`config.mk`:
```
export PLATFORM = sky130hd
export DESIGN_NAME = kirsch_out_fifo
export DESIGN_NICKNAME = d
export VERILOG_FILES = /design/src/rtl/core/kirsch_pkg.sv /design/src/rtl/core/kirsch_out_fifo.sv
export SDC_FILE = /design/constraint.sdc
export NUM_CORES = 1
export LEC_CHECK = 0
export ABC_AREA = 0
export BUFFER_PORTS_ARGS = -buffer_cell sky130_fd_sc_hd__buf_4
export CAP_MARGIN = 25
export CORE_UTILIZATION = 56
export CTS_BUF_LIST = sky130_fd_sc_hd__clkbuf_8
export DETAILED_ROUTE_END_ITERATION = 10
export GPL_TIMING_DRIVEN = 0
export PLACE_DENSITY = 0.84
export RECOVER_POWER = 100
export SYNTH_ARGS = -nofsm -noshare
export SYNTH_HDL_FRONTEND = slang
export SYNTH_SLANG_ARGS = --single-unit
```
`constraint.sdc`:
```
create_clock -name aclk -period 2.95 [get_ports aclk]
set_input_delay 0.295 -clock aclk [delete_from_list [all_inputs] [get_ports aclk]]
set_output_delay 0.295 -clock aclk [all_outputs]
set_load 0.005 [all_outputs]
```
`src/rtl/core/kirsch_pkg.sv`:
```
// Shared types and constants for the Kirsch compass edge detector core.
// No dependencies; imported by every module of the core except kirsch_ram.
`timescale 1ns / 1ps

package kirsch_pkg;

    // Field widths
    localparam int PIX_W      = 8;
    localparam int ROW_W      = 12;
    localparam int COL_W      = 10;
    localparam int IMG_W_W    = 11;
    localparam int IMG_H_W    = 12;
    localparam int CFG_DATA_W = 12;
    localparam int CFG_IDX_W  = 1;

    // Defaults
    localparam int MAX_WIDTH_DEF = 1024;
    localparam int FIFO_DEPTH    = 8;

    localparam logic [IMG_W_W-1:0] IMG_WIDTH_RST  = 11'd1024;
    localparam logic [IMG_H_W-1:0] IMG_HEIGHT_RST = 12'd768;

    // Configuration register indexes
    localparam logic [CFG_IDX_W-1:0] REG_IMAGE_WIDTH  = 1'b0;
    localparam logic [CFG_IDX_W-1:0] REG_IMAGE_HEIGHT = 1'b1;

    // 3x3 window, indexed [row][col], row 0 is the oldest line
    typedef logic [2:0][2:0][PIX_W-1:0] window_t;

    // Position info that travels with each result
    typedef struct packed {
        logic [ROW_W-1:0] center_row;
        logic [COL_W-1:0] center_col;
        logic             last;
    } tag_t;

    typedef struct packed {
        logic [PIX_W-1:0] edge_value;
        tag_t             tag;
    } result_t;

endpackage

```
`src/rtl/core/kirsch_out_fifo.sv`:
```
// Small result queue that decouples the fixed-latency pipe from output stalls.
// Depends on kirsch_pkg; the producer never pushes into a full queue.
`timescale 1ns / 1ps

module kirsch_out_fifo import kirsch_pkg::*; #(
    parameter int DEPTH = FIFO_DEPTH,
    localparam int AW   = (DEPTH > 1) ? $clog2(DEPTH) : 1,
    localparam int CNTW = $clog2(DEPTH + 1)
) (
    input  logic    aclk,
    input  logic    aresetn,
    input  logic    push,
    input  result_t push_data,
    input  logic    pop,
    output logic    not_empty,
    output result_t head
);

    result_t         mem_reg [DEPTH];
    logic [AW-1:0]   wr_ptr_reg, wr_ptr_next;
    logic [AW-1:0]   rd_ptr_reg, rd_ptr_next;
    logic [CNTW-1:0] count_reg, count_next;

    // Pointer and occupancy update
    always_comb begin
        wr_ptr_next = wr_ptr_reg;
        rd_ptr_next = rd_ptr_reg;
        if (push) begin
            wr_ptr_next = (wr_ptr_reg == AW'(DEPTH - 1)) ? '0 : wr_ptr_reg + AW'(1);
        end
        if (pop) begin
            rd_ptr_next = (rd_ptr_reg == AW'(DEPTH - 1)) ? '0 : rd_ptr_reg + AW'(1);
        end
        count_next = count_reg + CNTW'(push) - CNTW'(pop);
    end

    always_ff @(posedge aclk) begin
        if (!aresetn) begin
            wr_ptr_reg <= '0;
            rd_ptr_reg <= '0;
            count_reg  <= '0;
        end else begin
            wr_ptr_reg <= wr_ptr_next;
            rd_ptr_reg <= rd_ptr_next;
            count_reg  <= count_next;
        end
    end

    always_ff @(posedge aclk) begin
        if (push) begin
            mem_reg[wr_ptr_reg] <= push_data;
        end
    end

    assign not_empty = (count_reg != '0);
    assign head      = mem_reg[rd_ptr_reg];

endmodule

```
* Yosys cells after proc, flatten, opt, wreduce, memory -nomap -nowiden *
Memory sizes are Yosys's and may differ from the RTL's. A register that Yosys moved wholly into a read port is not among the register bits.
Cells that the tools add are included.

cells by class
  multiplexer cells = 6
  reductions and logical operators = 1
  add/subtract/negate cells = 4
  equal/unequal tests = 2

operator list
  cell                 number
  $mux 3               4
  $add 3x1->3 const B  2
  $eq 3x3->1 const B   2
  $add 4x1->4          1
  $reduce_bool 4->1    1
  $sub 4x1->4          1
  $mux 1               2

storage, ports and cells
  input port bits = 35
  word-level logic and storage cells = 17
  output and inout port bits = 32
  memory bits (writable) = 248
  register bits after elaboration = 10
  memories kept = 1

memories
  memory   depth  width  read ports  clocked after memory_dff  write ports  RTL line               source
  mem_reg  8      31     1           1                         1            kirsch_out_fifo.sv:19  result_t mem_reg [DEPTH];

* Depth between registers and ports, before layout *
Gate-level depths: netlist of run 1.

  depth in word-level cells = 4
  depth in mapped cells = 7
  gate-level depth less buffers = 7

* Worst setup path before layout of run 1 *
OpenSTA, ideal clock, no wires.

  path type = flip-flop to flip-flop
  start = register wr_ptr_reg[0]
  end = memory mem_reg[0][0] (netlist name), enable pin
  arrival time = 2.651 ns
  period minus slack after synthesis = 3.109 ns
  cell stages (with the launch flop) = 3
  required time = 2.492 ns
  path buffers = 0
  slack = -0.159 ns
  cells stage by stage = dfxtp_1 -> nand2b_1 -> nor3_1

RTL lines
  what                    RTL line               source
  start, declared         kirsch_out_fifo.sv:20  logic [AW-1:0] wr_ptr_reg, wr_ptr_next;
  start signal, assigned  kirsch_out_fifo.sv:43  wr_ptr_reg <= wr_ptr_next;
  end, declared           kirsch_out_fifo.sv:19

No word-level cell before the write port.

==> results of run 1 <==
area by class of cell:
cell class / instances / area, um^2 / area share
buffer: 18 / 126.4 / 0.01054
clock buffer: 45 / 619.3 / 0.05168
clock inverter: 25 / 122.6 / 0.01023
inverter: 8 / 30.03 / 0.002506
multi-input combinational: 142 / 2336 / 0.1949
sequential: 261 / 7707 / 0.6431
tap: 225 / 281.5 / 0.02349
timing repair buffer: 107 / 760.7 / 0.06348
layer usage:
metal,global-route usage,vias to the layer above
met1,0.2737,2524
met2,0.3818,172
met3,0.04111,49
met4,0.09463,0
li1,-,2146
met5,0,-
worst register-to-register path, cell delays in order (launching register included):
cell      delay [ns]
dfxtp_1         0.34
nand2b_1        0.22
nor2_1          1.19
clkbuf_2        0.65
kinds of logic after synthesis:
family          after synthesis
mux                          96
flops                       261
compound gates                6
simple gates                 29
fa+ha+maj                    10
buf+inv                      26
xor+xnor                      1
power by group:
part | total, mW | switching (mW) | internal, mW
Combinational | 0.623 | 0.305 | 0.318
Clock | 2.76 | 1.29 | 1.47
Sequential | 4.18 | 0.0281 | 4.15
Total | 7.57 | 1.62 | 5.95
metrics by stage:
stage / setup slack, ns / area (um^2) / hold WS (ns) / power, mW / TNS (ns)
floorplan: 0.6749 / 10200 / 0.3939 / 4.589 / 0
global placement: -0.5385 / 10980 / 0.5199 / 4.822 / -115.24
detailed placement: 0.5826 / 11270 / 0.5301 / 4.888 / 0
CTS: 0.01882 / 12330 / 0.03563 / 7.645 / 0
global route: 0.02824 / 11980 / 0.06973 / 7.823 / 0
finish: 0.1302 / 11980 / 0.06291 / 7.569 / 0
repair_timing:
item / in CTS / in global routing
gates resized for setup: 0 / 9
hold buffers: 31 / 0
endpoints found under the setup margin: 0 / 20
endpoints found under the hold margin: 224 / 0
cells in the mapped netlist:
cell type,n,area (um^2)
clkbuf_1,9,33.78
inv_1,8,30.03
nand2_1,6,22.52
a21oi_1,1,5.000
mux2_2,31,349.1
o21a_1,1,7.510
buf_1,2,7.510
o22ai_1,2,12.51
xor2_1,1,8.760
mux4_1,62,1629
a21o_1,1,7.510
ha_1,9,112.6
edfxtp_1,248,7447
nand2b_1,4,25.02
dfxtp_1,13,260.3
o21ai_0,1,5.000
and2_1,6,37.54
fa_1,1,20.02
nor2b_1,3,18.77
nor2_1,6,22.52
nand3_1,1,5.000
nor3b_1,1,7.510
mux2i_1,3,30.03
buf_6,7,78.83
nor3_1,2,10.01
worst max path at each step:
stage,slack (ns),cells past startpoint,to
detailed placement,0.58,5,head[18]
CTS,0.02,5,head[18]
global placement,-0.54,3,mem_reg[6][17]$_DFFE_PP_
global route,0.03,5,head[8]
floorplan,0.67,2,mem_reg[2][0]$_DFFE_PP_
finish,0.13,5,head[4]
==> summary.txt, run 1 <==
Status
  – Run status: complete, but fails checks
  – Failing checks: capacitance limit, slew limit

Layout
  – Fillcell total: 1100
  – Fin util: 0.6834
  – Layout area overhead: 17.56%
  – Final Non-Filler Cells: 831
  – Most frequent cells in the layout: edfxtp_1, mux4_1, clkbuf_1, clkbuf_8, dlygate4sd3_1
  – Largest register FFs: 248
  – Final net count: 623
  – Layout cells sized above 1: 0.1997
  – Ant diodes: 0
  – Most common cell after layout, fill and taps aside: edfxtp_1

Synthesis
  – Synthesis warning total: 0
  – Post-synthesis xor/xnor area fraction: 0.0008592
  – Largest family of logic cells by synthesized area: multiplexers
  – Post-Synth Simple-Gate Area: 0.01461
  – Synth cell types: 25
  – Mapped Area: 0.01019 mm^2
  – Adder-Cell Fraction of Synth Area: 0.01301
  – Seq/Total Area, Yosys: 0.7561
  – Post-synthesis mux area share: 0.1970
  – Compound-Gate Fraction of Synth Area: 0.003682
  – FF+latch count, synth: 261
  – Syn avg cell area: ~24 um^2
  – Mapped Cells: 429
  – Synth Net Count: 474

Floorplan
  – Core footprint: 0.01754 mm^2
  – Die Y: 136.9 um
  – Die footprint: 0.01875 mm^2
  – Row cnt: 48
  – Initial Utilization: 0.5813
  – Top Ports: between 60 and 70
  – Die width: 136.9 um

Power and ir drop
  – PwrDens: 631.6 mW/mm^2
  – Peak VDD IR: 384.5 uV
  – Leakage: between 4 and 5 nW

Drt
  – First drt pass iteration count: 4
  – Total Wirelength: 19620 um
  – DR WL met3: 1053 um
  – DR iter-0 viols: between 200 and 300
  – Routed vias: 4891
  – Met2 wire len: a little over 10000 um
  – Detail Route Antenna Nets: 0
  – DRC violations left: 0
  – Vias/cell: 5.886
  – Avg WL per Cell: 23.61 um
  – WL met1: 7805 um
  – Max Used Layer: met4

CTS
  – Setup repair bufs after CTS: 0
  – Worst-path clk slew: 0.06 ns
  – Clock sink count: 261
  – Clock Tree Buf Depth: 3
  – Worst skew pair latency: about 0.52 ns
  – Num CTS Buffers: 40
  – H-tree depth: 2
  – CTS tree: built
  – Root buf cell: clkbuf_8

Min path
  – Hold Crit Start: aresetn
  – Worst Hold Class: in2reg
  – Hold endpoint: count_reg[3]$_SDFF_PN0_
  – WHS Path Cells: 3

Global routing
  – Initial antenna violation count: 0
  – First-pass GRT wire length: 29100 um
  – Remaining global-route overflow: 0
  – GRT Util Overall: 0.2204
  – Number of global-route vias before repair: 5187
  – Largest net degree at the start of global routing: 20

Setup path
  – WP buf/inv: 3
  – CP max stage delay: roughly 0.5 ns
  – Critical Path, Cell by Cell: clkbuf_1 > clkbuf_1 > mux4_1 > mux2_1 > buf_4
  – Worst Path Arrival: 2.52 ns
  – CP endpoint kind: output pin
  – Top Family by Delay on Critical Path: buffers and inverters
  – RR Startpoint: wr_ptr_reg[0]$_SDFFE_PN0P_
  – Critical-path top delay cell: clkbuf_1
  – CP Class: reg2out
  – Startpoint types: register
  – Worst-path fanout max: 10
  – WP data required: around 2.7 ns
  – Cell mode on critical path: clkbuf_1
  – R2R depth: 3
  – R2r endpoint: mem_reg[2][10]$_DFFE_PP_
  – Worst R2R Setup Slack: 0.16 ns

Placement
  – Detailed placer's ending HPWL: 11610 um
  – GP Congestion: 0.7193
  – Placed insts: 729
  – I/O Buffers: 66

Flow run
  – Max-cap viol count: 4

Timing
  – Rel. slew slack: -0.2459
  – Slew @ Worst Pin: 1.862 ns
  – Max Clock Freq: roughly 0.35 GHz
  – Worst Skew: roughly 0.015 ns
  – Final slew viol count: 49
  – RSZ-0062 raised after global routing: no
  – Final Hold Vio Count: 0
  – Time the worst path needs with I/O delays and setup: 2.820 ns
  – # setup viols final: 0
  – Tcrit/Tclk final: 0.9559
No activity file was read; power rests on OpenSTA's default activity.
==> inputs of run 2 (changes only) <==
--- a/config.mk
+++ b/config.mk
@@ -12,7 +12,8 @@
 export CTS_BUF_LIST = sky130_fd_sc_hd__clkbuf_8
 export DETAILED_ROUTE_END_ITERATION = 10
 export GPL_TIMING_DRIVEN = 0
-export PLACE_DENSITY = 0.84
+export HOLD_SLACK_MARGIN = 0.03
+export PLACE_DENSITY = 0.78
 export RECOVER_POWER = 100
 export SYNTH_ARGS = -nofsm -noshare
 export SYNTH_HDL_FRONTEND = slang
==> run 2 against run 1 <==
The flow now finishes without violations. Total power is 0.91% lower. Combinational power is 2% lower. Die area unchanged. First-iteration DRC count shrank 6.6%. Worst hold slack worse by 0.0058 ns. Wire length is 4.5% lower. Fmax decreased by 1.2%. Clock power down 2%. Critical path type unchanged. Largest cell class unchanged. Largest power group unchanged. Highest routed layer unchanged.
==> summary.txt, run 2 (same netlist as run 1, synthesis figures left out) <==
Timing
  – Max Clock Freq: 0.3504 GHz (was 0.3546 GHz)
  – Time the worst path needs with I/O delays and setup: 2.854 ns (was 2.820 ns)
  – Final Hold Vio Count: 0 (unchanged)
  – # setup viols final: 0 (unchanged)
  – Tcrit/Tclk final: 0.9675 (was 0.9559)
  – Final slew viol count: 0 (was 49)
  – Slew @ Worst Pin: 1.411 ns (was 1.862 ns)
  – Hold slack: 0.05708 ns (was 0.06291 ns)
  – Worst Skew: 0.006239 ns (was 0.01526 ns)
  – Rel. slew slack: 0.05554 (was -0.2459)
  – RSZ-0062 raised after global routing: yes (was no)

Global routing
  – Number of global-route vias before repair: 5020 (was 5187)
  – GR Util met1: 0.2677 (was 0.2737)
  – Remaining global-route overflow: 0 (unchanged)
  – Initial antenna violation count: 0 (unchanged)
  – GRT Util Overall: 0.2139 (was 0.2204)
  – First-pass GRT wire length: 28230 um (was 29100 um)
  – Largest net degree at the start of global routing: 27 (was 20)
  – Most Crowded Layer GR: met2 (unchanged)
  – GR Layer Usage met3: 0.05074 (was 0.04111)
  – Routing usage on met2: 0.3627 (was 0.3818)

Setup path
  – WP buf/inv: 3 (unchanged)
  – Worst-path fanout max: 10 (unchanged)
  – CP Class: reg2out (unchanged)
  – Startpoint types: register (unchanged)
  – Worst Path Arrival: 2.56 ns (was 2.52 ns)
  – WP data required: 2.65 ns (about the same)
  – Critical-path top delay cell: clkbuf_1 (unchanged)
  – CP endpoint kind: output pin (unchanged)
  – Top Family by Delay on Critical Path: buffers and inverters (unchanged)
  – CP max stage delay: 0.55 ns (was 0.51 ns)
  – Cell mode on critical path: clkbuf_1 (unchanged)
  – Critical Path, Cell by Cell: clkbuf_1 > clkbuf_1 > mux4_1 > mux2_2 > buf_4 (was clkbuf_1 > clkbuf_1 > mux4_1 > mux2_1 > buf_4)

Drt
  – Vias/cell: 5.807 (was 5.886)
  – Detail Route Antenna Nets: 0 (unchanged)
  – DR iter-0 viols: 269 (was 288)
  – Avg WL per Cell: 22.61 um (was 23.61 um)
  – Total Wirelength: 18750 um (was 19620 um)
  – DRC violations left: 0 (unchanged)
  – First drt pass iteration count: 4 (unchanged)
  – Routed vias: 4814 (was 4891)

CTS
  – Num CTS Buffers: 39 (was 40)
  – Root buf cell: clkbuf_8 (unchanged)
  – Worst skew pair latency: 0.52 ns (about the same)
  – Clock Tree Buf Depth: 3 (unchanged)
  – Setup repair bufs after CTS: 0 (unchanged)
  – Clock sink count: 261 (unchanged)
  – H-tree depth: 2 (unchanged)
  – CTS tree: built (unchanged)
  – Worst-path clk slew: 0.06 ns (about the same)

Placement
  – Placed insts: 730 (was 729)
  – GP Congestion: 0.7216 (was 0.7193)
  – I/O Buffers: 66 (unchanged)
  – Detailed placer's ending HPWL: 11160 um (was 11610 um)

Layout
  – Most frequent cells in the layout: edfxtp_1, mux4_1, clkbuf_1, clkbuf_8, dlygate4sd3_1 (unchanged)
  – Layout area overhead: 17.07% (was 17.56%)
  – Final net count: 622 (was 623)
  – Ant diodes: 0 (unchanged)
  – Most common cell after layout, fill and taps aside: edfxtp_1 (unchanged)
  – Fillcell total: 1143 (was 1100)
  – Largest register FFs: 248 (unchanged)
  – Layout cells sized above 1: 0.2169 (was 0.1997)
  – Final Non-Filler Cells: 829 (was 831)

Floorplan
  – Die footprint: 0.01875 mm^2 (unchanged)
  – Die width: 136.9 um (unchanged)
  – Core footprint: 0.01754 mm^2 (unchanged)
  – Die Y: 136.9 um (unchanged)
  – Row cnt: 48 (unchanged)
  – Initial Utilization: 0.5813 (unchanged)
  – Top Ports: 67 (unchanged)

Power and ir drop
  – PwrDens: 628.5 mW/mm^2 (was 631.6 mW/mm^2)
  – Peak VDD IR: 420.5 uV (was 384.5 uV)
  – Leakage: 4.044 nW (was 4.064 nW)

Min path
  – Worst Hold Class: in2reg (unchanged)

Status
  – Run status: finished clean (was complete, but fails checks)

Flow run
  – Max-cap viol count: 0 (was 4)
-- run 2: cell types whose count changed in the layout (fill, tap and decap cells not counted), moves of 5 or more --
cell / delta
clkbuf_1: -5
clkbuf_8: -6
buf_4: +13
clkbuf_4: -9
clkinv_2: +5
-- run 2: worst min-delay path: cells and delay by family --
family,cells,cell delay (ns)
buf+inv,1,0.11
simple gates,1,0.06
mux,1,0.06
-- run 2: through the flow --
stage	area, um^2	TNS [ns]	util	total power, mW	worst slack [ns]
2_1_floorplan	10200	0	-	4.589	0.6749
3_3_place_gp	10980	-146.02	0.6261	4.826	-0.6621
3_5_place_dp	11230	0	0.6404	4.881	0.5880
4_1_cts	12250	0	0.6986	7.600	0.009430
5_1_grt	11930	-0.03307	0.6805	7.755	-0.008875
6_report	11930	0	0.6805	7.500	0.09574
-- run 2: final cells by class --
type	count	area [um^2]	area share
clock inverter	29	173.9	0.01457
clock buffer	39	536.8	0.04498
buffer	18	123.9	0.01038
inverter	8	30.03	0.002516
tap	225	281.5	0.02359
sequential	261	7707	0.6458
multi-input combinational	142	2341	0.1962
timing repair buffer	107	739.5	0.06196
-- run 2: metal layers --
metal  up-vias  routed length, um
met5         -                  0
met4         0                467
met3        46                985
met2       133               9559
met1      2494               7734
li1       2141                  -
-- run 2: worst paths after layout --
check	startpoint	endpoint	slack, ns	cells after the start
max reg2reg	wr_ptr_reg[0]$_SDFFE_PN0P_	mem_reg[0][26]$_DFFE_PP_	0.16	4
max	register	head[30]	0.1	5
min	aresetn	count_reg[3]$_SDFF_PN0_	0.06	3
min reg2reg	rd_ptr_reg[2]$_SDFFE_PN0P_	rd_ptr_reg[2]$_SDFFE_PN0P_	0.57	2
-- run 2: repair_timing --
item / CTS / global route
gates resized for setup: 0 / 5
endpoints found under the hold margin: 248 / 0
endpoints found under the setup margin: 0 / 22
hold buffers: 31 / 0
-- run 2: power breakdown --
| group | total, mW | switching (mW) | internal, mW |
|---|---|---|---|
| registers | 4.18 | 0.0250 | 4.15 |
| clock network | 2.71 | 1.30 | 1.41 |
| logic | 0.613 | 0.287 | 0.326 |
| total | 7.50 | 1.61 | 5.89 |
