### src/rtl/core/kirsch_pkg.sv
// Shared types and constants for the Kirsch compass edge detector core.
// No dependencies; imported by every module of the core except kirsch_ram.
`timescale 1ns / 1ps

package kirsch_pkg;

    // Field widths
    localparam int PIX_W      = 8;
    localparam int ROW_W      = 12;
    localparam int COL_W      = 10;
    localparam int IMG_W_W    = 11;
    localparam int IMG_H_W    = 12;
    localparam int CFG_DATA_W = 12;
    localparam int CFG_IDX_W  = 1;

    // Defaults
    localparam int MAX_WIDTH_DEF = 1024;
    localparam int FIFO_DEPTH    = 8;

    localparam logic [IMG_W_W-1:0] IMG_WIDTH_RST  = 11'd1024;
    localparam logic [IMG_H_W-1:0] IMG_HEIGHT_RST = 12'd768;

    // Configuration register indexes
    localparam logic [CFG_IDX_W-1:0] REG_IMAGE_WIDTH  = 1'b0;
    localparam logic [CFG_IDX_W-1:0] REG_IMAGE_HEIGHT = 1'b1;

    // 3x3 window, indexed [row][col], row 0 is the oldest line
    typedef logic [2:0][2:0][PIX_W-1:0] window_t;

    // Position info that travels with each result
    typedef struct packed {
        logic [ROW_W-1:0] center_row;
        logic [COL_W-1:0] center_col;
        logic             last;
    } tag_t;

    typedef struct packed {
        logic [PIX_W-1:0] edge_value;
        tag_t             tag;
    } result_t;

endpackage

### src/rtl/core/kirsch_compass.sv
// Eight Kirsch compass sums over the window, maximum, floor, scale and clamp.
// Three register stages; depends on kirsch_pkg.
`timescale 1ns / 1ps

module kirsch_compass import kirsch_pkg::*; (
    input  logic    aclk,
    input  logic    aresetn,
    input  logic    in_valid,
    input  tag_t    in_tag,
    input  window_t in_window,
    output logic    res_valid,
    output result_t res
);

    localparam int THREE_W = PIX_W + 2;   // sum of three pixels
    localparam int TOT_W   = PIX_W + 3;   // sum of eight pixels
    localparam int TOT3_W  = TOT_W + 2;   // three times that
    localparam int SUM_W   = THREE_W + 4; // signed mask response
    localparam logic [PIX_W-1:0] EDGE_MAX = 8'd255;

    logic [PIX_W-1:0]   ring [8];
    logic [TOT_W-1:0]   total;
    logic [THREE_W-1:0] three [8];

    logic                     a_valid_reg, b_valid_reg, res_valid_reg;
    tag_t                     a_tag_reg, b_tag_reg;
    logic [THREE_W-1:0]       three_reg [8];
    logic [TOT3_W-1:0]        tot3_reg;
    logic signed [SUM_W-1:0]  sum [8];
    logic signed [SUM_W-1:0]  sum_reg [8];
    logic signed [SUM_W-1:0]  lvl1 [4];
    logic signed [SUM_W-1:0]  lvl2 [2];
    logic signed [SUM_W-1:0]  top;
    logic [SUM_W-2:0]         best;
    logic [SUM_W-5:0]         scaled;
    result_t                  res_reg;
    logic [PIX_W-1:0]         edge_value;

    // Neighbor ring, counter-clockwise from top right
    always_comb begin
        ring[0] = in_window[0][2];
        ring[1] = in_window[0][1];
        ring[2] = in_window[0][0];
        ring[3] = in_window[1][0];
        ring[4] = in_window[2][0];
        ring[5] = in_window[2][1];
        ring[6] = in_window[2][2];
        ring[7] = in_window[1][2];
        total = '0;
        for (int m = 0; m < 8; m++) begin
            total = total + TOT_W'(ring[m]);
        end
        for (int m = 0; m < 8; m++) begin
            three[m] = THREE_W'(ring[m]) + THREE_W'(ring[(m + 1) & 7])
                     + THREE_W'(ring[(m + 2) & 7]);
        end
    end

    // Mask response: 8*three - 3*total
    always_comb begin
        for (int m = 0; m < 8; m++) begin
            sum[m] = $signed({1'b0, three_reg[m], 3'b000}) - $signed({1'b0, tot3_reg});
        end
    end

    // Maximum tree, floor at zero, divide by eight, clamp
    always_comb begin
        for (int k = 0; k < 4; k++) begin
            lvl1[k] = (sum_reg[2*k] > sum_reg[2*k+1]) ? sum_reg[2*k] : sum_reg[2*k+1];
        end
        for (int k = 0; k < 2; k++) begin
            lvl2[k] = (lvl1[2*k] > lvl1[2*k+1]) ? lvl1[2*k] : lvl1[2*k+1];
        end
        top        = (lvl2[0] > lvl2[1]) ? lvl2[0] : lvl2[1];
        best       = top[SUM_W-1] ? '0 : top[SUM_W-2:0];
        scaled     = best[SUM_W-2:3];
        edge_value = (scaled > (SUM_W-4)'(EDGE_MAX)) ? EDGE_MAX : scaled[PIX_W-1:0];
    end

    always_ff @(posedge aclk) begin
        if (!aresetn) begin
            a_valid_reg   <= 1'b0;
            b_valid_reg   <= 1'b0;
            res_valid_reg <= 1'b0;
        end else begin
            a_valid_reg   <= in_valid;
            b_valid_reg   <= a_valid_reg;
            res_valid_reg <= b_valid_reg;
        end
    end

    always_ff @(posedge aclk) begin
        three_reg <= three;
        tot3_reg  <= {total, 1'b0} + TOT3_W'(total);
        a_tag_reg <= in_tag;
        sum_reg   <= sum;
        b_tag_reg <= a_tag_reg;
        res_reg.edge_value <= edge_value;
        res_reg.tag        <= b_tag_reg;
    end

    assign res_valid = res_valid_reg;
    assign res       = res_reg;

endmodule

### config.mk
export PLATFORM = sky130hd
export DESIGN_NAME = kirsch_compass
export DESIGN_NICKNAME = d
export VERILOG_FILES = /design/src/rtl/core/kirsch_pkg.sv /design/src/rtl/core/kirsch_compass.sv
export SDC_FILE = /design/constraint.sdc
export NUM_CORES = 1
export LEC_CHECK = 0
export BUFFER_PORTS_ARGS = -buffer_cell sky130_fd_sc_hd__buf_2
export CORE_MARGIN = 10
export CORE_UTILIZATION = 65
export CTS_CLUSTER_DIAMETER = 60
export CTS_CLUSTER_SIZE = 40
export DETAILED_ROUTE_END_ITERATION = 7
export PLACE_DENSITY_LB_ADDON = 0.2
export SKIP_LAST_GASP = 1
export SLEW_MARGIN = 30
export SYNTH_ARGS = -nofsm -noshare
export SYNTH_HDL_FRONTEND = slang
export SYNTH_SLANG_ARGS = --single-unit
### constraint.sdc
create_clock -name aclk -period 9.5 [get_ports aclk]
set_input_delay 1.9 -clock aclk [delete_from_list [all_inputs] [get_ports aclk]]
set_output_delay 1.9 -clock aclk [all_outputs]
set_load 0.03 [all_outputs]
# Word-level counts from Yosys, hierarchy flattened
# Index checks and enable logic that the tools add are counted.
[word_totals] output_inout_bits=32 word_cells=78 in_bits=98 regBits=285
[classes] muxes=8 add_sub_neg=32 magnitude_cmp=8
[ops] cell="subtractor 13 x 13 -> 14 bit" n=8
[ops] cell="greater-than comparator 14 bit" n=7
[ops] cell="two-way mux 14 bit" n=7
[ops] cell="adder 9 x 8 -> 10 bit" n=9
[ops] cell="adder 8 x 8 -> 9 bit" n=9
[ops] cell="adder 11 x 8 -> 11 bit" n=4
[ops] cell="adder 12 x 11 -> 13 bit" n=1
[ops] cell="two-way mux 13 bit" n=1
[ops] cell="adder 10 x 8 -> 11 bit" n=1
[ops] cell="greater-than comparator 10 x 8 -> 1 bit, second input constant" n=1

# Depth between registers and ports, before layout
# Gate-level depths: netlist of run 1.
[depth] ltp_word=8 mapped_depth=27 ltp_nobuf=25

# Worst setup path after synthesis of run 1
# Ideal clock, no wire load.
[synth_timing] kind="in2reg" from="input port in_window[1] in the netlist's numbering" to="register tot3_reg[11]" t_required_ns=9.373 arrival_time_ns=6.283 n_path_buf=0 path_slack_ns=3.091 stages=19 path_cell_list="fa_1 inv_1 fa_1 inv_1 fa_1 fa_1 ha_1 fa_1 a21oi_1 nor2_1 nor2_1 o21bai_1 a21oi_1 xnor2_1 ha_1 a21o_1 a31oi_1 o21ai_0 xor2_1"
[synth_via] elab_chain_len=7
[synth_lines] element="from (decl)" line="kirsch_compass.sv:10" text="input window_t in_window,"
[synth_lines] element="adder 9 x 8 -> 10 bit" line="kirsch_compass.sv:51" text="total = total + TOT_W'(ring[m]);"
[synth_lines] element="adder 10 x 8 -> 11 bit" line="kirsch_compass.sv:51"
[synth_lines] element="adder 11 x 8 -> 11 bit (4 in a row)" line="kirsch_compass.sv:51"
[synth_lines] element="adder 12 x 11 -> 13 bit" line="kirsch_compass.sv:94" text="tot3_reg <= {total, 1'b0} + TOT3_W'(total);"
[synth_lines] element="to (signal assigned)" line="kirsch_compass.sv:94"
[synth_lines] element="to (decl)" line="kirsch_compass.sv:28" text="logic [TOT3_W-1:0] tot3_reg;"
# No other way between the ends.
# A chain may end at the register's enable or synchronous reset.

# Worst setup path in the final report of run 1
[layout_timing] from="register sum_reg[41] in the netlist's numbering" to="register res_reg (netlist bit res[28])"
[layout_via] elab_chain_len=8
[layout_lines] element="from (decl)" line="kirsch_compass.sv:30" text="logic signed [SUM_W-1:0] sum_reg [8];"
[layout_lines] element="from (signal assigned)" line="kirsch_compass.sv:96" text="sum_reg <= sum;"
[layout_lines] element="greater-than comparator 14 bit" line="kirsch_compass.sv:69" text="lvl1[k] = (sum_reg[2*k] > sum_reg[2*k+1]) ? sum_reg[2*k] : sum_reg[2*k+1];"
[layout_lines] element="two-way mux 14 bit (*)" line="kirsch_compass.sv:69"
[layout_lines] element="greater-than comparator 14 bit" line="kirsch_compass.sv:72" text="lvl2[k] = (lvl1[2*k] > lvl1[2*k+1]) ? lvl1[2*k] : lvl1[2*k+1];"
[layout_lines] element="two-way mux 14 bit (*)" line="kirsch_compass.sv:72"
[layout_lines] element="greater-than comparator 14 bit" line="kirsch_compass.sv:74" text="top = (lvl2[0] > lvl2[1]) ? lvl2[0] : lvl2[1];"
[layout_lines] element="two-way mux 14 bit (*)" line="kirsch_compass.sv:74"
[layout_lines] element="two-way mux 13 bit (*)" line="kirsch_compass.sv:75" text="best = top[SUM_W-1] ? '0 : top[SUM_W-2:0];"
[layout_lines] element="greater-than comparator 10 x 8 -> 1 bit" line="kirsch_compass.sv:77" text="edge_value = (scaled > (SUM_W-4)'(EDGE_MAX)) ? EDGE_MAX : scaled[PIX_W-1:0];"
[layout_lines] element="to (decl)" line="kirsch_compass.sv:36" text="result_t res_reg;"
# Every way passes the cells marked *; elsewhere a longest branch is shown, timed or not.

==> results of run 1 <==
-- how the worst max path moves through the flow --
stage / end / startpoint / slack (ns) / cells after the start
floorplan: tot3_reg[11]$_DFF_P_ / in_window[1] / 3.09 / 19
detailed placement: tot3_reg[11]$_DFF_P_ / in_window[1] / 2.51 / 20
global route: res[30]$_SDFF_PN1_ / sum_reg[69]$_DFF_P_ / 2.26 / 21
global placement: tot3_reg[11]$_DFF_P_ / in_window[1] / 2.60 / 20
CTS: res[30]$_SDFF_PN1_ / sum_reg[69]$_DFF_P_ / 2.61 / 21
finish: res[28]$_SDFF_PN1_ / sum_reg[41]$_DFF_P_ / 2.77 / 27
-- worst max-delay path, cell delays in order, from the launching register on --
cell and delay (ns):
dfxtp_1 0.35, inv_1 0.05, ha_1 0.37, a21oi_1 0.17, o21ai_0 0.15, a211oi_2 0.25
mux2i_1 0.24, buf_4 0.24, mux2i_1 0.33, inv_1 0.08, ha_1 0.31, a21o_1 0.12
nand3_1 0.07, a21oi_1 0.17, a211oi_1 0.08, a221oi_2 0.53, buf_4 0.28, mux2i_1 0.39
inv_1 0.08, ha_1 0.30, and3_1 0.17, o21ai_0 0.08, a31oi_1 0.11, a2111oi_0 0.40
mux2_2 0.53, nor2_1 0.39, a222oi_1 0.18, o211ai_1 0.21
-- metal layers --
layer / up-vias / share of wire
li1: 6151 / -
met1: 5970 / 0.43
met3: 82 / 0.062
met5: - / 0.00052
met2: 355 / 0.48
met4: 4 / 0.033
-- layout make-up --
| type | instances | area [sq um] |
|---|---|---|
| diodes | 2 | 5.00 |
| clock buffers | 22 | 508 |
| clock inverters | 14 | 216 |
| fillers | 1893 | 7140 |
| inverters | 259 | 972 |
| multi-input cells | 1188 | 10700 |
| flip-flops and latches | 264 | 5290 |
| well taps | 335 | 419 |
| repair buffers | 126 | 643 |
-- cells in the mapped netlist (13+ instances only) --
cell      instances  area share
dfxtp_1         264        0.31
inv_1           258       0.057
ha_1            246        0.18
a21oi_1         137       0.040
fa_1            112        0.13
nor2_1           86       0.019
xnor2_1          75       0.039
o21ai_0          68       0.020
mux2i_1          53       0.031
nor3_1           51       0.015
nand2_1          41      0.0090
xor2_1           40       0.021
nor2b_1          34       0.012
o21bai_1         27       0.012
a21o_1           25       0.011
o21a_1           24       0.011
nand3_1          15      0.0044
clkbuf_1         14      0.0031
a31oi_1          13      0.0048
nand4_1          13      0.0048
o211ai_1         13      0.0057
-- kinds of logic (layout without fill, tap and decap cells) --
family / count (synthesis) / in the layout
buffers and inverters: 279 / 421
DFF: 264 / 264
other: 0 / 2
xor gates and xnor gates: 115 / 115
and+or+nand+nor: 295 / 295
adders and majority gates: 358 / 358
muxes: 62 / 62
AOI/OAI and AO/OA: 358 / 358
-- per-stage QoR --
| step | instance area [sq um] | utilization | hold WS (ns) | instances |
|---|---|---|---|---|
| final | 18800 | 0.725 | 0.329 | 2210 |
| after global routing | 18800 | 0.724 | 0.334 | 2208 |
| after CTS | 18800 | 0.724 | 0.332 | 2208 |
| after detailed placement | 18000 | 0.696 | 0.312 | 2172 |
| after global placement | 18000 | 0.696 | 0.310 | 2171 |
| after floorplan | 17100 | - | 0.310 | 1731 |
==> results.json, run 1 <==
{
  "final_antenna_net_count": 0,
  "num_rows": 59,
  "endpoint_kind": "flip-flop",
  "met2_usage": 0.408,
  "synthDistinctLibCells": 56,
  "crit_required_ns": 9.93,
  "clock_path_buffers": 3,
  "first_iter_violations": 864,
  "r2r_end": "res[28]$_SDFF_PN1_",
  "grt_pass1_vias": 12800,
  "muxShareOfSynthArea": 0.0387,
  "drc_errors": 0,
  "place_hpwl_um": 33200,
  "cp.arrival_ns": 7.16,
  "worst_slack_ns": 2.77,
  "yosysWarnings": 0,
  "final_cell_mix": "dfxtp_1, inv_1, ha_1",
  "start_util": 0.658,
  "seq_area_frac_synth": 0.310,
  "num_vias": 12600,
  "nets": 2315,
  "hp-start": "a_tag_reg[3]$_DFF_P_",
  "crit_path_start_kind": "flip-flop",
  "hold_path_depth": 0,
  "fmax_mhz": 149,
  "yosys.area_share.xor_xnor": 0.0591,
  "place.gp.congestion": 0.909,
  "synthesis.area_sq_um": 17100,
  "die_area_sq_um": 33100,
  "antenna_found_initial": 4,
  "synth_nets": 2187,
  "syn_to_final_growth_pct": 10.1,
  "clk_latency_ns": 0.54,
  "crit_fanout": 13,
  "slew_headroom": 0.554,
  "synth-simple-area-share": 0.0870,
  "core_area_sq_um": 25900,
  "clock_sinks": 264,
  "postRouteWirelength_um": 40300,
  "hp-class": "reg2reg",
  "dieWidth_um": 182,
  "final_common_cell": "dfxtp_1",
  "drt-vias-per-instance": 5.68,
  "syn_inst": 1731,
  "ys_ff_latch": 264,
  "worstHoldEndpoint": "b_tag_reg[3]$_DFF_P_",
  "ctsResizeCount": 0,
  "fin_worst_skew_ns": 0.0324,
  "synth_compound_area_frac": 0.131,
  "clock-root-buffer": "clkbuf_16",
  "rsz0062_at_grt": "no",
  "hold_buffers": 0,
  "largest_reg_flops": 91,
  "grt_max_degree": 30,
  "chipHeight_um": 182,
  "fin_crit_ns": 6.73,
  "drv_cap": 0,
  "synth_top_family_by_area": "adder cells",
  "synth-adder-area-share": 0.312,
  "first_pass_iters": 6,
  "use_met3": 0.0398,
  "r2r_start": "sum_reg[41]$_DFF_P_",
  "top_usage_layer": "met2",
  "cts_inserted_buffers": 20,
  "r2r_slack_ns": 2.77,
  "async_flop_share": 0,
  "ctsHtreeMaxLevel": 1,
  "cts_tree": "done",
  "io_pins": 130,
  "synth_flop_cell": "dfxtp_1",
  "syn_avg_cell_area_sq_um": 9.85,
  "grt_pass1_wl_um": 63800,
  "place_ws_ns": 2.51,
  "port_buffers": 121,
  "wl_per_cell_um": 18.2,
  "synth_edf_count": 0,
  "status": "finished clean",
  "fin_crit_sh": 0.709,
  "finalSetupTns_ns": 0,
  "met1_usage": 0.298,
  "clkSlewWorstSetupHoldPaths_ns": 0.09,
  "gr-total-overflow": 0,
  "reg2reg_depth": 27,
  "final-max-slew-violation-count": 0,
  "finalSetupViolCount": 0,
  "layout-drive-gt1-share": 0.0993,
  "worst_slew_pin_slew_ns": 0.668,
  "grt_use_total": 0.238,
  "cts_setup_buffers": 0,
  "path_class": "reg2reg",
  "finalHoldViolCount": 0
}
Power of run 1 is left out: the tool's default activity adds up to more than one toggle a clock period on the data nets, which glitch-free logic cannot reach.
==> run 2, diff against run 1 <==
--- a/config.mk
+++ b/config.mk
@@ -7,7 +7,7 @@
 export LEC_CHECK = 0
 export BUFFER_PORTS_ARGS = -buffer_cell sky130_fd_sc_hd__buf_2
 export CORE_MARGIN = 10
-export CORE_UTILIZATION = 65
+export CORE_UTILIZATION = 56
 export CTS_CLUSTER_DIAMETER = 60
 export CTS_CLUSTER_SIZE = 40
 export DETAILED_ROUTE_END_ITERATION = 7
==> constraint.sdc (replaced) <==
create_clock -name aclk -period 6 [get_ports aclk]
set_input_delay 1.2 -clock aclk [delete_from_list [all_inputs] [get_ports aclk]]
set_output_delay 1.2 -clock aclk [all_outputs]
set_load 0.03 [all_outputs]
==> run 2 against run 1 <==
  * Highest routed layer unchanged
  * The run now ends with setup timing left
  * Routed wire length rose by 8.7%
  * Fmax up 9.0%
  * Non-clock buffer count up 104
  * Critical endpoint is now res[25]$_SDFF_PN1_
==> results.json, run 2 (synthesis gave the netlist of run 1 again) <==
{
  "fin_crit_sh": 1.03,
  "num_vias": 12900,
  "hp-class": "reg2reg",
  "syn_to_final_growth_pct": 20.3,
  "die_area_sq_um": 37800,
  "ctsHtreeMaxLevel": 1,
  "cp.arrival_ns": 6.57,
  "grt_pass1_wl_um": 67200,
  "hp-start": "b_tag_reg[2]$_DFF_P_",
  "grt_use_total": 0.218,
  "place.gp.congestion": 0.913,
  "critPathLaunch": "sum_reg[51]$_DFF_P_",
  "finalHoldViolCount": 0,
  "dieWidth_um": 194,
  "cp_common_cell": "buf_4",
  "num_rows": 63,
  "slew_headroom": 0.449,
  "path_class": "reg2reg",
  "chipHeight_um": 194,
  "cts_tree": "done",
  "final_common_cell": "inv_1",
  "violations": "setup timing",
  "layout-drive-gt1-share": 0.199,
  "final_antenna_net_count": 0,
  "multi_input_area_sq_um": 11500,
  "crit_path_start_kind": "flip-flop",
  "place_hpwl_um": 34900,
  "clock-root-buffer": "clkbuf_16",
  "crit_required_ns": 6.40,
  "wl_per_cell_um": 18.5,
  "crit_fanout": 7,
  "grt_max_degree": 29,
  "max_stage_delay_ns": 0.43,
  "fin_worst_skew_ns": 0.0444,
  "fin_crit_ns": 6.18,
  "placed_cells": 2310,
  "io_pins": 130,
  "drc_errors": 0,
  "postRouteWirelength_um": 43800,
  "largest_reg_flops": 91,
  "hold_buffers": 0,
  "worst_slew_pin_slew_ns": 0.816,
  "rsz0062_at_grt": "yes",
  "finalSetupViolCount": 8,
  "clk_latency_ns": 0.56,
  "drv_cap": 0,
  "clock_path_buffers": 3,
  "worst_slack_ns": -0.177,
  "antenna_found_initial": 4,
  "r2r_start": "sum_reg[51]$_DFF_P_",
  "fmax_mhz": 162,
  "fin_cells": 2370,
  "final-seq-area_sq_um": 5310,
  "endpoint_kind": "flip-flop",
  "place_ws_ns": -0.399,
  "final_cell_mix": "inv_1, dfxtp_1, ha_1",
  "finalSetupTns_ns": -1.09,
  "port_buffers": 121,
  "fill_cells": 2329,
  "grt_pass1_vias": 13100,
  "final-max-slew-violation-count": 0,
  "core_area_sq_um": 29900,
  "crit_slowest_cell": "dfxtp_1",
  "status": "finished, violations left",
  "cts_inserted_buffers": 21,
  "gr-total-overflow": 0,
  "clock_sinks": 264,
  "fin_util": 0.687,
  "drt-vias-per-instance": 5.46,
  "first_pass_iters": 8,
  "first_iter_violations": 746,
  "nets": 2421,
  "clkSlewWorstSetupHoldPaths_ns": 0.10,
  "start_util": 0.571
}
-- run 2: path summary, 6_finish.rpt --
check                            end  slack, ns  depth (start not counted)
setup / recovery  res[25]$_SDFF_PN1_      -0.18                         26
hold / removal        res[2]$_DFF_P_       0.32                          0
setup reg to reg  res[25]$_SDFF_PN1_      -0.18                         26
hold reg to reg       res[2]$_DFF_P_       0.32                          0
-- run 2: metal layers --
layer,global-route usage,up-vias,share of wire
met5,0,-,0.00030
met4,0.0645,2,0.031
met3,0.0320,80,0.053
met2,0.368,347,0.48
met1,0.283,6146,0.43
li1,-,6366,-
-- run 2: cell type report --
type / count / share of cell area
clock inverter: 16 / 0.0117
multi-input combinational: 1189 / 0.561
clock buffer: 21 / 0.0256
timing repair buffer: 230 / 0.0717
antenna: 1 / 0.000122
sequential: 264 / 0.259
inverter: 259 / 0.0475
tap: 390 / 0.0238
-- run 2: critical path, delay by kind of cell, from the launching register on --
| kind | cells | cell delay, ns |
|---|---|---|
| flip-flops | 1 | 0.43 |
| buffers and inverters | 6 | 0.93 |
| adder cells (fa/ha/maj) | 3 | 0.86 |
| AND/OR/NAND/NOR | 3 | 0.60 |
| AO/OA/AOI/OAI | 10 | 2.03 |
| multiplexers | 4 | 1.18 |
-- run 2: repair_timing --
item,4_1_cts,5_1_grt
gates resized for setup,36,117
pin swaps,6,29
endpoints found under the setup margin,8,8
gates cloned,2,0
endpoints found under the hold margin,0,0
buffers inserted,5,16
-- run 2: metrics by stage --
step	cell area [sq um]	hold WS (ns)
after floorplan	17100	0.310
after global placement	18700	0.310
after detailed placement	18700	0.313
after CTS	19700	0.332
after global routing	20500	0.335
final	20500	0.323
Power of run 2 is left out for the same reason.
==> run 3, diff against run 2 <==
--- a/config.mk
+++ b/config.mk
@@ -7,7 +7,8 @@
 export LEC_CHECK = 0
 export BUFFER_PORTS_ARGS = -buffer_cell sky130_fd_sc_hd__buf_2
 export CORE_MARGIN = 10
-export CORE_UTILIZATION = 56
+export CORE_UTILIZATION = 57
+export CTS_BUF_LIST = sky130_fd_sc_hd__clkbuf_8
 export CTS_CLUSTER_DIAMETER = 60
 export CTS_CLUSTER_SIZE = 40
 export DETAILED_ROUTE_END_ITERATION = 7
==> run 3 against run 2 <==
  * Fmax grew 5.6%
  * Utilization shrank 0.71 points
  * Worst hold slack gained 0.017 ns
  * Final cell count is essentially flat
  * Register-to-register slack gained 0.33 ns
  * Routed wire length shrank 2.9%
  * The flow now finishes without violations
  * Highest routed layer unchanged
  * Largest cell class unchanged
  * Via count is essentially flat
  * Global-route usage grew 0.58 points
  * Flip-flop and latch count is the same
  * Sequential share of layout area grew 0.47 points
  * Non-clock buffer count is the same
==> results.json, run 3 (synthesis gave the netlist of run 1 again) <==
{
  "final-max-slew-violation-count": 0,
  "nets": 2422,
  "io_pins": 130,
  "crit_required_ns": 6.48,
  "worst_slack_ns": 0.149,
  "met2_usage": 0.376,
  "path_class": "reg2reg",
  "worst_slew_pin_slew_ns": 0.700,
  "first_pass_iters": 5,
  "placed_cells": 2313,
  "final_cell_mix": "inv_1, dfxtp_1, ha_1",
  "n_antenna_cell": 0,
  "clock_path_buffers": 3,
  "cp.arrival_ns": 6.33,
  "ctsHtreeMaxLevel": 1,
  "finalSetupTns_ns": 0,
  "clock-root-buffer": "clkbuf_8",
  "fin_cells": 2372,
  "use_met3": 0.0414,
  "fin_crit_ns": 5.85,
  "final-seq-area_sq_um": 5300,
  "grt_use_total": 0.224,
  "cts_tree": "done",
  "postRouteWirelength_um": 42500,
  "largest_reg_flops": 91,
  "fill_cells": 2328,
  "die_area_sq_um": 37200,
  "finalHoldViolCount": 0,
  "grt_pass1_wl_um": 66100,
  "gr-total-overflow": 0,
  "syn_to_final_growth_pct": 17.8,
  "place_hpwl_um": 34500,
  "status": "finished clean",
  "place.gp.congestion": 0.948,
  "wl_per_cell_um": 17.9,
  "cts_inserted_buffers": 22,
  "top_usage_layer": "met2",
  "grt_pass1_vias": 13200,
  "clock_sinks": 264,
  "place_ws_ns": -0.612,
  "port_buffers": 121,
  "fmax_mhz": 171,
  "core_area_sq_um": 29600,
  "clk_latency_ns": 0.61,
  "crit_fanout": 7,
  "final_antenna_net_count": 0,
  "clkSlewWorstSetupHoldPaths_ns": 0.14,
  "final_common_cell": "inv_1",
  "layout-drive-gt1-share": 0.188,
  "endpoint_kind": "flip-flop",
  "multi_input_area_sq_um": 11300,
  "fin_worst_skew_ns": 0.0656,
  "dieWidth_um": 193,
  "num_vias": 12900,
  "grt_max_degree": 32,
  "hp-class": "reg2reg",
  "met1_usage": 0.286,
  "hold_slack_ns": 0.340,
  "crit_path_start_kind": "flip-flop",
  "drc_errors": 0,
  "drv_cap": 0,
  "drt-vias-per-instance": 5.45,
  "start_util": 0.577,
  "num_rows": 63,
  "first_iter_violations": 739,
  "slew_headroom": 0.533,
  "finalSetupViolCount": 0,
  "antenna_found_initial": 3,
  "chipHeight_um": 193,
  "fin_crit_sh": 0.975
}
## run 3: worst paths after layout
check | start | end | slack [ns] | cells after the start
min reg2reg | b_tag_reg[9]$_DFF_P_ | res[9]$_DFF_P_ | 0.34 | 0
min | b_tag_reg[9]$_DFF_P_ | res[9]$_DFF_P_ | 0.34 | 0
max reg2reg | sum_reg[31]$_DFF_P_ | res[30]$_SDFF_PN1_ | 0.15 | 26
max | sum_reg[31]$_DFF_P_ | res[30]$_SDFF_PN1_ | 0.15 | 26
## run 3: stage by stage
stage	area, sq um	utilization
after floorplan	17100	-
after global placement	18800	0.635
after detailed placement	18800	0.635
after CTS	19500	0.659
after global routing	20100	0.680
final	20100	0.680
## run 3: routing by layer
| layer | routed length (um) | part of all wire |
|---|---|---|
| met3 | 2760 | 0.065 |
| met2 | 20100 | 0.47 |
| met1 | 18200 | 0.43 |
| met5 | 46 | 0.0011 |
| met4 | 1420 | 0.033 |
## run 3: repair_timing
action | in CTS | in global routing
setup buffers | 2 | 15
hold buffers | 0 | 0
pin swaps | 3 | 25
cloned | 1 | 1
endpoints found under the setup margin | 8 | 8
gates resized for setup | 16 | 94
## run 3: cell type report
class / count / area share
Clock buffer: 23 / 0.0158
Clock inverter: 17 / 0.0144
Inverter: 259 / 0.0484
Multi-Input combinational cell: 1189 / 0.561
Sequential cell: 264 / 0.264
Tap cell: 390 / 0.0243
Timing Repair Buffer: 230 / 0.0726
## run 3: critical path: stages, from the launching register on
cell       delay (ns)
dfxtp_2          0.35
inv_1            0.06
ha_4             0.24
o211ai_1         0.24
a211oi_2         0.12
a211oi_2         0.21
mux2i_1          0.27
buf_4            0.19
mux2i_1          0.23
buf_4            0.16
inv_1            0.06
ha_4             0.26
inv_1            0.05
or3_1            0.39
a211oi_2         0.24
a221oi_4         0.10
buf_6            0.17
buf_4            0.15
mux2i_2          0.22
inv_1            0.07
ha_1             0.30
o211ai_1         0.22
a31oi_2          0.08
a2111oi_4        0.31
mux2_1           0.47
a222oi_1         0.40
o211ai_1         0.14
Power of run 3 is left out for the same reason.
